### config.mk
export PLATFORM = sky130hd
export DESIGN_NAME = two_led_blink_pattern_controller
export DESIGN_NICKNAME = d
export VERILOG_FILES = /design/src/blpc_pkg.sv /design/src/blpc_cfg.sv /design/src/blpc_led.sv /design/src/blpc_ctrl.sv /design/src/two_led_blink_pattern_controller.sv
export VERILOG_INCLUDE_DIRS = /design/src /design/src/src
export SDC_FILE = /design/constraint.sdc
export NUM_CORES = 1
export LEC_CHECK = 0
export BUFFER_PORTS_ARGS = -buffer_cell sky130_fd_sc_hd__buf_2
export CAP_MARGIN = 20
export CELL_PAD_IN_SITES_DETAIL_PLACEMENT = 1
export CELL_PAD_IN_SITES_GLOBAL_PLACEMENT = 2
export CORE_MARGIN = 1.5
export CORE_UTILIZATION = 30
export DETAILED_ROUTE_END_ITERATION = 8
export PLACE_DENSITY = 0.62
export SLEW_MARGIN = 20
export SYNTH_ARGS = -nofsm -noshare
export SYNTH_HDL_FRONTEND = slang
export SYNTH_SLANG_ARGS = --single-unit
### constraint.sdc
create_clock -name clk -period 4.7 [get_ports clk]
set_input_delay 0.47 -clock clk [delete_from_list [all_inputs] [get_ports clk]]
set_output_delay 0.47 -clock clk [all_outputs]
set_load 0.02 [all_outputs]
### src/assert_macros.svh
// Assertion helpers shared by the RTL; every module clocks on clk and resets on arst_n.
`ifndef ASSERT_MACROS_SVH
`define ASSERT_MACROS_SVH

// Property must hold at every rising clock edge outside reset.
`define ASSERT_CLK(label, prop, msg) \
	label: assert property (@(posedge clk) disable iff (!arst_n) (prop)) else $error(msg);

// Expression must never be true outside reset.
`define ASSERT_NEVER(label, expr, msg) \
	label: assert property (@(posedge clk) disable iff (!arst_n) !(expr)) else $error(msg);

`endif

### src/blpc_pkg.sv
package blpc_pkg;

	// Register reset values
	localparam logic [14:0] FAST_ON_RST   = 15'd25;
	localparam logic [14:0] FAST_OFF_RST  = 15'd25;
	localparam logic [14:0] SLOW_ON_RST   = 15'd25;
	localparam logic [14:0] SLOW_OFF_RST  = 15'd500;
	localparam logic [14:0] BRIEF_ON_RST  = 15'd15;
	localparam logic [14:0] BRIEF_OFF_RST = 15'd50;
	localparam logic [23:0] TIMEOUT_RST   = 24'd180000;

	// Commands carried by an input item
	typedef enum logic [2:0] {
		CMD_TICK      = 3'd0,
		CMD_SET_MODE  = 3'd1,
		CMD_SET_RED   = 3'd2,
		CMD_SET_GREEN = 3'd3,
		CMD_RESET     = 3'd4,
		CMD_HOLD      = 3'd5
	} cmd_t;

	// Blink modes; codes above the last member drive no LED change
	typedef enum logic [3:0] {
		MODE_ALL_OFF       = 4'd0,
		MODE_RED_OFF       = 4'd1,
		MODE_GREEN_OFF     = 4'd2,
		MODE_RED_FAST      = 4'd3,
		MODE_GREEN_FAST    = 4'd4,
		MODE_RED_SLOW      = 4'd5,
		MODE_GREEN_SLOW    = 4'd6,
		MODE_ALT_SLOW      = 4'd7,
		MODE_ALT_FAST      = 4'd8,
		MODE_BOTH_SLOW     = 4'd9,
		MODE_BOTH_FAST     = 4'd10,
		MODE_RED_CONST     = 4'd11,
		MODE_GREEN_CONST   = 4'd12
	} blink_mode_t;

	// Configuration register indexes
	typedef enum logic [2:0] {
		REG_FAST_ON   = 3'd0,
		REG_FAST_OFF  = 3'd1,
		REG_SLOW_ON   = 3'd2,
		REG_SLOW_OFF  = 3'd3,
		REG_BRIEF_ON  = 3'd4,
		REG_BRIEF_OFF = 3'd5,
		REG_TIMEOUT   = 3'd6
	} cfg_reg_t;

	typedef struct packed {
		logic [14:0] fast_on_ticks;
		logic [14:0] fast_off_ticks;
		logic [14:0] slow_on_ticks;
		logic [14:0] slow_off_ticks;
		logic [14:0] brief_on_ticks;
		logic [14:0] brief_off_ticks;
		logic [23:0] timeout_ticks;
	} cfg_regs_t;

	typedef struct packed {
		logic [2:0] command;
		logic [3:0] mode;
		logic       restart_timeout;
		logic       level;
	} in_item_t;

	typedef struct packed {
		logic red_lit;
		logic green_lit;
		logic active;
	} out_item_t;

	// Per-LED operation issued by the controller
	typedef enum logic [2:0] {
		LED_NOP,
		LED_TICK,
		LED_DARK,
		LED_SET,
		LED_STOP,
		LED_LOAD
	} led_op_t;

	typedef struct packed {
		led_op_t     op;
		logic [3:0]  mode;
		logic [14:0] on_len;
		logic [14:0] off_len;
		logic        alternate;
		logic        level;
	} led_cmd_t;

endpackage

### src/blpc_cfg.sv
module blpc_cfg (
	input  logic                clk,
	input  logic                arst_n,
	input  logic                cfg_valid,
	output logic                cfg_ready,
	input  logic [2:0]          cfg_index,
	input  logic [23:0]         cfg_data,
	output blpc_pkg::cfg_regs_t regs
);
	import blpc_pkg::*;

	cfg_regs_t regs_q;

	assign cfg_ready = 1'b1;
	assign regs      = regs_q;

	// Register file; writes to an unused index are dropped
	always_ff @(posedge clk or negedge arst_n) begin
		if (!arst_n) begin
			regs_q.fast_on_ticks   <= FAST_ON_RST;
			regs_q.fast_off_ticks  <= FAST_OFF_RST;
			regs_q.slow_on_ticks   <= SLOW_ON_RST;
			regs_q.slow_off_ticks  <= SLOW_OFF_RST;
			regs_q.brief_on_ticks  <= BRIEF_ON_RST;
			regs_q.brief_off_ticks <= BRIEF_OFF_RST;
			regs_q.timeout_ticks   <= TIMEOUT_RST;
		end else if (cfg_valid && cfg_ready) begin
			unique case (cfg_index)
				REG_FAST_ON:   regs_q.fast_on_ticks   <= cfg_data[14:0];
				REG_FAST_OFF:  regs_q.fast_off_ticks  <= cfg_data[14:0];
				REG_SLOW_ON:   regs_q.slow_on_ticks   <= cfg_data[14:0];
				REG_SLOW_OFF:  regs_q.slow_off_ticks  <= cfg_data[14:0];
				REG_BRIEF_ON:  regs_q.brief_on_ticks  <= cfg_data[14:0];
				REG_BRIEF_OFF: regs_q.brief_off_ticks <= cfg_data[14:0];
				REG_TIMEOUT:   regs_q.timeout_ticks   <= cfg_data;
				default: ;
			endcase
		end
	end

endmodule

### src/blpc_led.sv
module blpc_led (
	input  logic               clk,
	input  logic               arst_n,
	input  logic               upd,
	input  blpc_pkg::led_cmd_t cmd,
	output logic               level,
	output logic [3:0]         last_mode
);
	import blpc_pkg::*;

	logic [14:0]        on_len_q, off_len_q;
	logic signed [15:0] cnt_q;
	logic               en_q, lvl_q;
	logic [3:0]         last_mode_q;

	logic signed [15:0] on16, off16, cmd_on16;
	logic signed [15:0] cnt_step, cnt_tick;
	logic               lvl_tick;

	assign on16     = signed'({1'b0, on_len_q});
	assign off16    = signed'({1'b0, off_len_q});
	assign cmd_on16 = signed'({1'b0, cmd.on_len});

	// One tick of the phase counter: count toward +/-1, then reload
	always_comb begin
		lvl_tick = lvl_q;
		cnt_step = cnt_q;
		cnt_tick = cnt_q;
		if (cnt_q != 16'sd0) begin
			if (cnt_q > 16'sd1) begin
				lvl_tick = 1'b1;
				cnt_step = cnt_q - 16'sd1;
			end else if (cnt_q < -16'sd1) begin
				lvl_tick = 1'b0;
				cnt_step = cnt_q + 16'sd1;
			end
			if (cnt_step == 16'sd1) begin
				cnt_tick = (off_len_q != '0) ? -off16 : on16;
			end else if (cnt_step == -16'sd1) begin
				cnt_tick = on16;
			end else begin
				cnt_tick = cnt_step;
			end
		end else if (en_q) begin
			lvl_tick = 1'b0;
		end
	end

	// LED state
	always_ff @(posedge clk or negedge arst_n) begin
		if (!arst_n) begin
			on_len_q    <= '0;
			off_len_q   <= '0;
			cnt_q       <= '0;
			en_q        <= 1'b0;
			lvl_q       <= 1'b0;
			last_mode_q <= '0;
		end else if (upd) begin
			unique case (cmd.op)
				LED_NOP: ;
				LED_TICK: begin
					cnt_q <= cnt_tick;
					lvl_q <= lvl_tick;
				end
				LED_DARK: lvl_q <= 1'b0;
				LED_SET:  lvl_q <= cmd.level;
				LED_STOP: begin
					last_mode_q <= cmd.mode;
					lvl_q       <= 1'b0;
					cnt_q       <= '0;
					en_q        <= 1'b0;
				end
				LED_LOAD: begin
					last_mode_q <= cmd.mode;
					on_len_q    <= cmd.on_len;
					off_len_q   <= cmd.off_len;
					cnt_q       <= cmd.alternate ? -cmd_on16 : cmd_on16;
					en_q        <= 1'b1;
				end
				default: ;
			endcase
		end
	end

	assign level     = lvl_q;
	assign last_mode = last_mode_q;

	`include "assert_macros.svh"

	// A stopped LED never has a phase running
	`ASSERT_CLK(a_stopped_idle, !en_q |-> cnt_q == 16'sd0, "phase counter runs while LED is stopped")

endmodule

### src/blpc_ctrl.sv
module blpc_ctrl (
	input  logic                clk,
	input  logic                arst_n,
	input  logic                upd,
	input  blpc_pkg::in_item_t  item,
	input  blpc_pkg::cfg_regs_t cfg,
	input  logic [3:0]          red_last,
	input  logic [3:0]          green_last,
	output blpc_pkg::led_cmd_t  red_cmd,
	output blpc_pkg::led_cmd_t  green_cmd,
	output logic                active
);
	import blpc_pkg::*;

	logic [23:0] tl_q, tl_d, tl_eff;
	logic        held_q, held_d;
	logic [3:0]  last_mode_q, last_mode_d;
	logic        force_off, run;

	function automatic led_cmd_t mk_cmd(led_op_t op, logic [3:0] m, logic [14:0] on,
	                                    logic [14:0] off, logic alt, logic lv);
		led_cmd_t c;
		c.op        = op;
		c.mode      = m;
		c.on_len    = on;
		c.off_len   = off;
		c.alternate = alt;
		c.level     = lv;
		return c;
	endfunction

	assign tl_eff = item.restart_timeout ? cfg.timeout_ticks : tl_q;

	// Command decode and next state
	always_comb begin
		tl_d        = tl_q;
		held_d      = held_q;
		last_mode_d = last_mode_q;
		red_cmd     = mk_cmd(LED_NOP, '0, '0, '0, 1'b0, 1'b0);
		green_cmd   = mk_cmd(LED_NOP, '0, '0, '0, 1'b0, 1'b0);
		force_off   = 1'b0;
		run         = 1'b0;
		unique case (item.command)
			CMD_TICK: begin
				tl_d      = (tl_q != '0) ? tl_q - 24'd1 : tl_q;
				force_off = (tl_d == '0) && ((tl_q != '0) || !held_q);
				run       = !held_q && (tl_d != '0);
				if (force_off) begin
					red_cmd.op   = LED_DARK;
					green_cmd.op = LED_DARK;
				end else if (run) begin
					red_cmd.op   = LED_TICK;
					green_cmd.op = LED_TICK;
				end
			end
			CMD_SET_MODE: begin
				tl_d = tl_eff;
				if (!(tl_eff == '0 && item.mode != MODE_ALL_OFF)) begin
					last_mode_d = item.mode;
					if (item.mode != last_mode_q) begin
						unique case (item.mode) inside
							MODE_ALL_OFF: begin
								red_cmd   = mk_cmd(LED_STOP, MODE_ALL_OFF, '0, '0, 1'b0, 1'b0);
								green_cmd = mk_cmd(LED_STOP, MODE_ALL_OFF, '0, '0, 1'b0, 1'b0);
							end
							MODE_RED_OFF: begin
								if (red_last != MODE_RED_OFF)
									red_cmd = mk_cmd(LED_STOP, item.mode, '0, '0, 1'b0, 1'b0);
							end
							MODE_GREEN_OFF: begin
								if (green_last != MODE_GREEN_OFF)
									green_cmd = mk_cmd(LED_STOP, item.mode, '0, '0, 1'b0, 1'b0);
							end
							MODE_RED_FAST, MODE_RED_SLOW, MODE_RED_CONST: begin
								if (red_last != item.mode) begin
									held_d = 1'b0;
									if (item.mode == MODE_RED_FAST)
										red_cmd = mk_cmd(LED_LOAD, item.mode, cfg.brief_on_ticks,
										                 cfg.brief_off_ticks, 1'b0, 1'b0);
									else if (item.mode == MODE_RED_SLOW)
										red_cmd = mk_cmd(LED_LOAD, item.mode, cfg.slow_on_ticks,
										                 cfg.slow_off_ticks, 1'b0, 1'b0);
									else
										red_cmd = mk_cmd(LED_LOAD, item.mode, cfg.slow_on_ticks,
										                 '0, 1'b0, 1'b0);
								end
							end
							MODE_GREEN_FAST, MODE_GREEN_SLOW, MODE_GREEN_CONST: begin
								if (green_last != item.mode) begin
									held_d = 1'b0;
									if (item.mode == MODE_GREEN_FAST)
										green_cmd = mk_cmd(LED_LOAD, item.mode, cfg.brief_on_ticks,
										                   cfg.brief_off_ticks, 1'b0, 1'b0);
									else if (item.mode == MODE_GREEN_SLOW)
										green_cmd = mk_cmd(LED_LOAD, item.mode, cfg.slow_on_ticks,
										                   cfg.slow_off_ticks, 1'b0, 1'b0);
									else
										green_cmd = mk_cmd(LED_LOAD, item.mode, cfg.slow_on_ticks,
										                   '0, 1'b0, 1'b0);
								end
							end
							MODE_ALT_SLOW, MODE_ALT_FAST, MODE_BOTH_SLOW, MODE_BOTH_FAST: begin
								if (red_last != item.mode || green_last != item.mode) begin
									held_d = 1'b0;
									if (item.mode == MODE_ALT_SLOW || item.mode == MODE_BOTH_SLOW) begin
										red_cmd   = mk_cmd(LED_LOAD, item.mode, cfg.slow_on_ticks,
										                   cfg.slow_off_ticks, 1'b0, 1'b0);
										green_cmd = mk_cmd(LED_LOAD, item.mode, cfg.slow_on_ticks,
										                   cfg.slow_off_ticks,
										                   item.mode == MODE_ALT_SLOW, 1'b0);
									end else begin
										red_cmd   = mk_cmd(LED_LOAD, item.mode, cfg.fast_on_ticks,
										                   cfg.fast_off_ticks, 1'b0, 1'b0);
										green_cmd = mk_cmd(LED_LOAD, item.mode, cfg.fast_on_ticks,
										                   cfg.fast_off_ticks,
										                   item.mode == MODE_ALT_FAST, 1'b0);
									end
								end
							end
							default: ;
						endcase
					end
				end
			end
			CMD_SET_RED: begin
				if (tl_q != '0)
					red_cmd = mk_cmd(LED_SET, '0, '0, '0, 1'b0, item.level);
			end
			CMD_SET_GREEN: begin
				if (tl_q != '0)
					green_cmd = mk_cmd(LED_SET, '0, '0, '0, 1'b0, item.level);
			end
			CMD_RESET: begin
				if (last_mode_q != MODE_ALL_OFF) begin
					red_cmd   = mk_cmd(LED_STOP, MODE_ALL_OFF, '0, '0, 1'b0, 1'b0);
					green_cmd = mk_cmd(LED_STOP, MODE_ALL_OFF, '0, '0, 1'b0, 1'b0);
				end
				last_mode_d = MODE_ALL_OFF;
				held_d      = 1'b0;
				tl_d        = cfg.timeout_ticks;
			end
			CMD_HOLD: begin
				if (tl_q != '0)
					held_d = 1'b1;
			end
			default: ;
		endcase
	end

	// Timeout, hold and mode registers
	always_ff @(posedge clk or negedge arst_n) begin
		if (!arst_n) begin
			tl_q        <= TIMEOUT_RST;
			held_q      <= 1'b0;
			last_mode_q <= MODE_ALL_OFF;
		end else if (upd) begin
			tl_q        <= tl_d;
			held_q      <= held_d;
			last_mode_q <= last_mode_d;
		end
	end

	assign active = (tl_q != '0);

	`include "assert_macros.svh"

	// Hold is only taken while the timeout runs, and a hold leaves the timeout alone
	`ASSERT_CLK(a_hold_active, $rose(held_q) |-> tl_q != '0, "hold with expired timeout")
	// A tick on a running timeout counts it down by exactly one
	`ASSERT_CLK(a_tick_dec, (upd && item.command == CMD_TICK && tl_q != '0) |=>
		tl_q == $past(tl_q) - 24'd1, "timeout missed a tick")

endmodule

### src/two_led_blink_pattern_controller.sv
// Channel  | Handshake             | Payload
// ---------+-----------------------+-----------------------------------------
// in       | in_valid / in_ready   | in_item  (command, mode, restart, level)
// out      | out_valid / out_ready | out_item (red_lit, green_lit, active)
// cfg      | cfg_valid / cfg_ready | cfg_index (3 bits), cfg_data (24 bits)
//
// One item per cycle while out_ready holds: an accepted item is registered in
// the input register, then the controller and LED logic update the state.
// The result is read straight from the state registers.
// Reset (arst_n low) loads the register defaults and clears all LED state.
// A stalled result freezes the state; the input register still takes one item.
module two_led_blink_pattern_controller (
	input  logic                clk,
	input  logic                arst_n,
	input  logic                in_valid,
	output logic                in_ready,
	input  blpc_pkg::in_item_t  in_item,
	output logic                out_valid,
	input  logic                out_ready,
	output blpc_pkg::out_item_t out_item,
	input  logic                cfg_valid,
	output logic                cfg_ready,
	input  logic [2:0]          cfg_index,
	input  logic [23:0]         cfg_data
);
	import blpc_pkg::*;

	logic      in_valid_s1;
	in_item_t  in_item_s1;
	logic      out_valid_q;
	logic      advance;
	cfg_regs_t regs;
	led_cmd_t  red_cmd, green_cmd;
	logic      red_level, green_level, active;
	logic [3:0] red_last, green_last;

	// An item moves into the state whenever the result slot is free or drains
	assign advance  = in_valid_s1 && (!out_valid_q || out_ready);
	assign in_ready = !in_valid_s1 || advance;

	// Input register
	always_ff @(posedge clk or negedge arst_n) begin
		if (!arst_n) begin
			in_valid_s1 <= 1'b0;
		end else if (in_ready) begin
			in_valid_s1 <= in_valid;
		end
	end

	always_ff @(posedge clk) begin
		if (in_valid && in_ready) begin
			in_item_s1 <= in_item;
		end
	end

	// Result valid
	always_ff @(posedge clk or negedge arst_n) begin
		if (!arst_n) begin
			out_valid_q <= 1'b0;
		end else if (advance) begin
			out_valid_q <= 1'b1;
		end else if (out_ready) begin
			out_valid_q <= 1'b0;
		end
	end

	blpc_cfg u_cfg (
		.clk       (clk),
		.arst_n    (arst_n),
		.cfg_valid (cfg_valid),
		.cfg_ready (cfg_ready),
		.cfg_index (cfg_index),
		.cfg_data  (cfg_data),
		.regs      (regs)
	);

	blpc_ctrl u_ctrl (
		.clk        (clk),
		.arst_n     (arst_n),
		.upd        (advance),
		.item       (in_item_s1),
		.cfg        (regs),
		.red_last   (red_last),
		.green_last (green_last),
		.red_cmd    (red_cmd),
		.green_cmd  (green_cmd),
		.active     (active)
	);

	blpc_led u_red (
		.clk       (clk),
		.arst_n    (arst_n),
		.upd       (advance),
		.cmd       (red_cmd),
		.level     (red_level),
		.last_mode (red_last)
	);

	blpc_led u_green (
		.clk       (clk),
		.arst_n    (arst_n),
		.upd       (advance),
		.cmd       (green_cmd),
		.level     (green_level),
		.last_mode (green_last)
	);

	assign out_valid          = out_valid_q;
	assign out_item.red_lit   = red_level;
	assign out_item.green_lit = green_level;
	assign out_item.active    = active;

	`include "assert_macros.svh"

	// Every item moved into the state produces a result next cycle
	`ASSERT_CLK(a_adv_result, advance |=> out_valid, "processed item gave no result")
	// A waiting item in the input register is never dropped
	`ASSERT_CLK(a_s1_kept, (in_valid_s1 && !advance) |=> in_valid_s1, "input item lost while stalled")

endmodule

==> results of run 1 <==
critical path: stages, from the launching register on:
cell and delay [ns]:
dfrtp_1 0.44, inv_1 0.13, ha_1 0.21, nor3b_1 0.19, buf_4 0.16, nand4_1 0.11
or3b_2 0.48, xnor2_1 0.16, or4_1 0.57, nor4_4 0.35, buf_4 0.20, or3_1 0.23
a31o_1 0.18, buf_4 0.41, nand2_1 0.11, o21ai_1 0.09
layer usage:
metal,track usage (%),up-vias
li1,-,7039
met1,30.9,7580
met2,36.4,255
met3,3.53,93
met4,7.81,4
met5,0,-
power breakdown:
part	total, mW	switching [mW]	internal, mW
logic	2.56	1.52	1.05
clock network	2.55	1.04	1.51
registers	3.48	0.732	2.75
final cells by class:
class / count / area share (%)
Multi-Input combinational cell: 1466 / 50.4
Sequential cell: 258 / 34.5
Clock buffer: 51 / 5.40
Tap cell: 748 / 4.93
Timing Repair Buffer: 103 / 3.68
Inverter: 38 / 0.751
Clock inverter: 10 / 0.316
flip-flops by register name (all words and copies together), names as in the netlist, 9 cells and up:
signal / flops
u_green.on_len_q: 15
u_green.cnt_q: 16
u_red.off_len_q: 15
u_ctrl.tl_q: 24
u_red.cnt_q: 16
u_red.on_len_q: 15
u_cfg.regs: 114
u_green.off_len_q: 15
in_item_s1: 9
worst paths after layout:
kind,cells past startpoint,slack (ns),startpoint,endpoint
setup / recovery,15,0.54,u_ctrl.tl_q[0],u_red.off_len_q[9]
hold / removal,1,0.10,in_item[4],in_item_s1[4]
setup reg to reg,15,0.54,u_ctrl.tl_q[0],u_red.off_len_q[9]
hold reg to reg,2,0.48,u_red.on_len_q[0],u_red.on_len_q[0]
max in group asynchronous,3,3.00,arst_n,u_cfg.regs[39]
min in group asynchronous,2,0.54,arst_n,out_valid
synthesized netlist by cell type (7+ instances only):
cell	instances	area, µm²
nand2_1	245	920
dfrtp_1	209	5230
o21ai_0	144	721
nor2_1	129	484
mux2_2	118	1330
a21oi_1	94	470
clkbuf_1	84	315
nor3_1	56	280
nand3_1	47	235
a22oi_1	45	338
mux2i_1	41	410
dfstp_2	40	1050
nor4_1	39	244
xnor2_1	38	333
inv_1	37	139
buf_2	28	140
nand4_1	28	175
a31oi_1	27	169
o21ai_1	24	120
or3_1	23	144
xor2_1	22	193
o22ai_1	21	131
o31ai_1	17	128
nand2b_1	16	100
o211ai_1	16	120
and2_1	14	87.6
ha_1	13	163
nor2b_1	13	81.3
a221o_1	12	120
o21a_1	12	90.1
or2_2	11	68.8
or4_1	11	82.6
a211oi_1	10	75.1
and3_1	9	56.3
buf_4	9	67.6
edfxtp_1	9	270
nor4b_1	9	78.8
nand4b_1	8	70.1
a21o_1	7	52.6
a221oi_1	7	61.3
a22o_1	7	61.3
and4_1	7	61.3
buf_1	7	26.3
nor3b_1	7	52.6
cells by family after synthesis:
logic type                 Yosys count  share of synthesized area [%]
and+or+nand+nor                    705                           21.5
AOI/OAI and AO/OA                  528                           20.6
DFF                                258                           39.1
buffers and inverters              168                           4.23
muxes                              159                           10.4
xor gates and xnor gates            60                           3.14
adders and majority gates           13                          0.971
other                                1                         0.0224
==> summary.txt, run 1 <==
Drt
  • Iter 0 DRT Violations: 779
  • Via Count: 15000
  • Wire length per cell: 23.9 µm
  • Vias per std cell: 5.60
  • First-pass iteration count of the detailed router: 5
  • DR WL met3: 2.47 mm
  • Final ANT Viol Nets: 0
  • Met2 Routed Length: 29.3 mm
  • Routed WL: 63.8 mm
  • Residual DRC: 0
  • WL met1: 30.1 mm
  • DR top layer: met5

Layout
  • Most frequent cells in the layout: nand2_1 (245), dfrtp_1 (209), o21ai_0 (143), nor2_1 (129), mux2_2 (118)
  • Layout fillers: 6464
  • Final net count: 1955
  • Fin area: 0.0190 mm²
  • Syn-to-layout area delta: 13.4%
  • Multi-input logic area: 0.00958 mm²
  • Share of layout cells above drive strength 1: 19.2%
  • Commonest non-fill, non-tap cell in the layout: nand2_1
  • Sequential Area: 0.00655 mm²
  • Final core utilization: 34.5%
  • # diodes: 0
  • Finished Layout Cells: 2674

Timing
  • WHS: 0.104 ns
  • Tcrit/Tclk final: 88.6%
  • Max transition margin: 24.9%
  • Final hold viol count: 0
  • Pins Over Slew Limit: 0
  • Final worst slack: 0.537 ns
  • Layout Skew: 0.0206 ns
  • TNS Setup: 0 ns
  • RSZ-0062 raised after global routing: no
  • Worst Max-Slew Pin Slew: 1.12 ns
  • Fmax: 240 MHz
  • Final min period: 4.16 ns
  • Final setup viols: 0

Setup path
  • WP data required: 5.15 ns
  • Crit path DAT: 4.61 ns
  • Crit Path Max Fanout: 46
  • Critical Path Start Type: register
  • Crit. End Element: register
  • Setup Crit Path Kind: register to register

Place
  • GPL Wtd Cong: 0.866
  • Worst Setup Slack post-DPL: 0.569 ns
  • Cell Area, Placed: 0.0179 mm²
  • IO buf count: 45
  • Post-Place Cells: 2612
  • Hpwl dp: 47.8 mm

Die
  • Core Rows: 86
  • Die Span Y: 239 µm
  • Area of the die: 0.0573 mm²
  • Core area: 0.0551 mm²
  • Die W: 239 µm
  • Starting Density: 30.4%
  • # IOs: 47

Synth
  • Mapped Avg Cell Area: 8.85 µm²
  • Number of flops mapped to enable cells by yosys: 9
  • Net count after synthesis: 1946
  • Post-Syn Area: 0.0168 mm²
  • Top_reg_cell synth: dfrtp_1
  • Cells after Synth: 1892
  • Library cells used by synthesis: 92
  • Yosys reg bits: 258
  • Seq/Total Area, Yosys: 39.1%
  • Warnings, synthesis: 0
  • FFs w/ async S/R, synth: 96.5%

Min path
  • Hold Crit Class: input port to register

Clocking
  • CTS max path bufs: 3
  • Clock slew at reported path FFs: 0.06 ns
  • Post-CTS Resized: 0
  • Clock Latency Late Sink: 0.54 ns
  • Clock root cell: clkbuf_16
  • CTS tree: done
  • Post-CTS Hold Buffers: 1
  • CTS Buf Count: 34
  • Post-CTS setup repair buffer count: 0
  • H-Tree Depth: 2
  • Clock sink total: 258

Power
  • Pwr Total: 8.59 mW
  • Leakage: 7.28 nW
  • P per Cell Area: 452 mW/mm²
  • Peak VDD IR: 0.284 mV

Global route
  • Vias in the first global route: 15700
  • First-pass GRT wire length: 99.1 mm
  • Largest net degree at the start of global routing: 92
  • Initial antenna violation count: 2
  • Remaining Overflow, GRT: 0
  • GRT Util Overall: 22.7%

Outcome
  • Status: finished clean

Job
  • Max-Cap Viols: 0
Power figures use the tool's default switching activity.
==> inputs of run 2 (changes only) <==
--- a/config.mk
+++ b/config.mk
@@ -6,6 +6,7 @@
 export SDC_FILE = /design/constraint.sdc
 export NUM_CORES = 1
 export LEC_CHECK = 0
+export ABC_AREA = 1
 export BUFFER_PORTS_ARGS = -buffer_cell sky130_fd_sc_hd__buf_2
 export CAP_MARGIN = 20
 export CELL_PAD_IN_SITES_DETAIL_PLACEMENT = 1
@@ -13,7 +14,7 @@
 export CORE_MARGIN = 1.5
 export CORE_UTILIZATION = 30
 export DETAILED_ROUTE_END_ITERATION = 8
-export PLACE_DENSITY = 0.62
+export PLACE_DENSITY = 0.69
 export SLEW_MARGIN = 20
 export SYNTH_ARGS = -nofsm -noshare
 export SYNTH_HDL_FRONTEND = slang
==> run 2 against run 1 <==
Net effect:
- die area is 13% higher
- sequential share of layout area is 3.2 points lower
- count of clock-buffer cells in the layout is 2 lower
==> summary.txt, run 2 <==
Clocking
  • CTS Buf Count: 35 (was 34)
  • Clock Latency Late Sink: 0.57 ns (was 0.54 ns)
  • Clock root cell: clkbuf_16 (unchanged)
  • CTS tree: done (unchanged)
  • H-Tree Depth: 2 (unchanged)
  • Clock sink total: 258 (unchanged)
  • Post-CTS setup repair buffer count: 0 (unchanged)
  • CTS max path bufs: 3 (unchanged)
  • Clock slew at reported path FFs: 0.05 ns (was 0.06 ns)

Synth
  • Main area contributors after synthesis: dfrtp_1 (28%), nand2_1 (18%), o21ai_0 (8.7%) (was dfrtp_1 (31%), mux2_2 (7.9%), dfstp_2 (6.3%))
  • Post-synth top area cell: dfrtp_1 (unchanged)
  • Seq/Total Area, Yosys: 34.6% (was 39.1%)
  • Synth top area share: 27.6% (was 31.2%)
  • Net count after synthesis: 2961 (was 1946)
  • Warnings, synthesis: 0 (unchanged)
  • Mapped Avg Cell Area: 6.52 µm² (was 8.85 µm²)
  • Library cells used by synthesis: 51 (was 92)
  • Most instantiated library cell after synthesis: nand2_1 (unchanged)
  • Most frequent cells after synthesis: nand2_1 (890), o21ai_0 (330), nor2_1 (291) (was nand2_1 (245), dfrtp_1 (209), o21ai_0 (144))
  • Post-Syn Area: 0.0190 mm² (was 0.0168 mm²)
  • Top_reg_cell synth: dfrtp_1 (unchanged)
  • Number of flops mapped to enable cells by yosys: 9 (unchanged)
  • Cells after Synth: 2907 (was 1892)
  • Yosys reg bits: 258 (unchanged)
  • FFs w/ async S/R, synth: 96.5% (unchanged)

Layout
  • Largest register FFs: 114 (unchanged)
  • Final net count: 2931 (was 1955)
  • # diodes: 0 (unchanged)
  • Most frequent cells in the layout: nand2_1 (889), o21ai_0 (330), nor2_1 (290), inv_1 (274), nand3_1 (255) (was nand2_1 (245), dfrtp_1 (209), o21ai_0 (143), nor2_1 (129), mux2_2 (118))
  • Commonest non-fill, non-tap cell in the layout: nand2_1 (unchanged)
  • Syn-to-layout area delta: 10.4% (was 13.4%)
  • Sequential Area: 0.00655 mm² (unchanged)
  • Multi-input logic area: 0.0106 mm² (was 0.00958 mm²)
  • Share of layout cells above drive strength 1: 10.7% (was 19.2%)
  • Finished Layout Cells: 3739 (was 2674)
  • Layout fillers: 7917 (was 6464)

Drt
  • Iter 0 DRT Violations: 1132 (was 779)
  • Vias per std cell: 5.08 (was 5.60)
  • Final ANT Viol Nets: 0 (unchanged)
  • Via Count: 19000 (was 15000)
  • Residual DRC: 0 (unchanged)
  • Routed WL: 75.1 mm (was 63.8 mm)
  • Wire length per cell: 20.1 µm (was 23.9 µm)
  • First-pass iteration count of the detailed router: 5 (unchanged)

Power
  • P per Cell Area: 528 mW/mm² (was 452 mW/mm²)
  • Pwr Total: 11.1 mW (was 8.59 mW)
  • Peak VDD IR: 0.284 mV (about the same)
  • Leakage: 10.0 nW (was 7.28 nW)

Timing
  • Fmax: 241 MHz (was 240 MHz)
  • Max transition margin: 18.0% (was 24.9%)
  • Worst Max-Slew Pin Slew: 1.22 ns (was 1.12 ns)
  • Final hold viol count: 0 (unchanged)
  • Final min period: 4.16 ns (about the same)
  • Layout Skew: 0.0370 ns (was 0.0206 ns)
  • RSZ-0062 raised after global routing: no (unchanged)
  • TNS Setup: 0 ns (unchanged)
  • Pins Over Slew Limit: 0 (unchanged)
  • WHS: 0.0962 ns (was 0.104 ns)
  • Final setup viols: 0 (unchanged)
  • Tcrit/Tclk final: 88.4% (was 88.6%)
  • Final worst slack: 0.544 ns (was 0.537 ns)

Die
  • Core area: 0.0621 mm² (was 0.0551 mm²)
  • Starting Density: 30.5% (was 30.4%)
  • Die W: 254 µm (was 239 µm)
  • Area of the die: 0.0647 mm² (was 0.0573 mm²)
  • # IOs: 47 (unchanged)
  • Die Span Y: 254 µm (was 239 µm)
  • Core Rows: 91 (was 86)

Setup path
  • Critical Path, Cell by Cell: inv_4 -> nor2_2 -> nand2_2 -> nand2_1 -> nand2_2 -> inv_2 -> nor2_1 -> nor2_1 -> inv_1 -> nor2_2 -> buf_4 -> nand3_1 -> o21ai_0 (was inv_1 -> ha_1 -> nor3b_1 -> buf_4 -> nand4_1 -> or3b_2 -> xnor2_1 -> or4_1 -> nor4_4 -> buf_4 -> or3_1 -> a31o_1 -> buf_4 -> nand2_1 -> o21ai_1)
  • Crit path max-delay family: simple AND/OR/NAND/NOR gates (unchanged)
  • Crit path max-delay cell type: edfxtp_1 (was or4_1)
  • Critical Path Start Type: register (unchanged)
  • Crit Path Max Fanout: 31 (was 46)
  • Crit path largest cell delay: 0.60 ns (was 0.57 ns)
  • Setup Crit Path Kind: register to register (unchanged)
  • Buf/Inv on CP: 4 (unchanged)
  • Crit path DAT: 4.64 ns (was 4.61 ns)
  • Crit. End Element: register (unchanged)
  • Internal reg-to-reg setup slack: 0.54 ns (about the same)
  • WP data required: 5.18 ns (was 5.15 ns)

Global route
  • Largest net degree at the start of global routing: 117 (was 92)
  • Vias in the first global route: 19400 (was 15700)
  • Remaining Overflow, GRT: 0 (unchanged)
  • Initial antenna violation count: 2 (unchanged)
  • First-pass GRT wire length: 117 mm (was 99.1 mm)
  • GRT Util Overall: 23.4% (was 22.7%)

Place
  • GPL Wtd Cong: 0.859 (was 0.866)
  • IO buf count: 45 (unchanged)
  • Hpwl dp: 57.8 mm (was 47.8 mm)
  • Post-Place Cells: 3674 (was 2612)
  • Worst Setup Slack post-DPL: 0.540 ns (was 0.569 ns)

Min path
  • Hold Crit Class: input port to register (unchanged)

Outcome
  • Status: finished clean (unchanged)

Job
  • Max-Cap Viols: 0 (unchanged)
[run 2: cell types whose count changed after synthesis, sizes merged, moves of 44 or more]
cell	previous run	this run
a22oi	46	2
inv	37	303
mux2	118	19
nand2	246	920
nand3	47	265
nor2	131	333
nor3	60	13
o21ai	168	344
[run 2: repair_timing]
| item | CTS | global route |
|---|---|---|
| gates resized for setup | 0 | 0 |
| hold buffers | 0 | 1 |
| hold endpoints to repair | 0 | 39 |
[run 2: per-layer routing]
layer	vias to the layer above	routed length, µm	global-route usage [%]	part of all wire (%)
li1	9331	-	-	-
met1	9311	36600	33.1	49
met2	263	34400	38.0	46
met3	83	2560	2.76	3.4
met4	4	1470	5.66	2.0
met5	-	23	0	0.031
[run 2: cell families (layout without fill, tap and decap cells)]
group | Yosys count | after routing | synth area share, %
flip-flops | 258 | 258 | 34.6
XOR/XNOR | 59 | 59 | 2.73
AO/OA/AOI/OAI | 522 | 522 | 14.7
adder cells (fa/ha/maj) | 13 | 13 | 0.858
multiplexers | 19 | 19 | 1.13
buffers and inverters | 437 | 432 | 9.78
other | 1 | 1 | 0.0198
AND/OR/NAND/NOR | 1598 | 1598 | 36.3
[run 2: worst register-to-register path, delay by kind of cell (launching register included)]
kind / cells / cell delay (ns)
AOI/OAI and AO/OA: 1 / 0.13
and+or+nand+nor: 8 / 2.27
buffers and inverters: 4 / 1.10
DFF: 1 / 0.60
[run 2: area by class of cell]
type	count	share of cell area [%]
tap	837	5.01
timing repair buffer	66	2.08
inverter	304	5.51
sequential	258	31.3
clock buffer	49	4.72
clock inverter	13	0.861
multi-input combinational	2212	50.5
[run 2: power breakdown]
part | internal (mW) | switching (mW) | total, mW
registers | 2.92 | 0.839 | 3.76
logic | 1.42 | 3.13 | 4.55
clock network | 1.65 | 1.10 | 2.74
[run 2: path summary, 6_finish.rpt]
check	startpoint	endpoint	cells after the start
worst min register to register	u_green.on_len_q[8]	u_green.on_len_q[8]	2
worst max-delay path	in_item_s1[4]	u_red.off_len_q[8]	13
min in group asynchronous	arst_n	out_valid	2
worst max register to register	in_item_s1[4]	u_red.off_len_q[8]	13
worst min-delay path	in_item[6]	in_item_s1[6]	1
max in group asynchronous	arst_n	u_green.cnt_q[9]	4
[run 2: stage by stage]
stage               utilization (%)  area [µm²]
CTS                            33.6       20900
global route                   33.7       20900
floorplan                         -       19000
finish                         33.7       20900
global placement               31.7       19700
detailed placement             31.7       19700
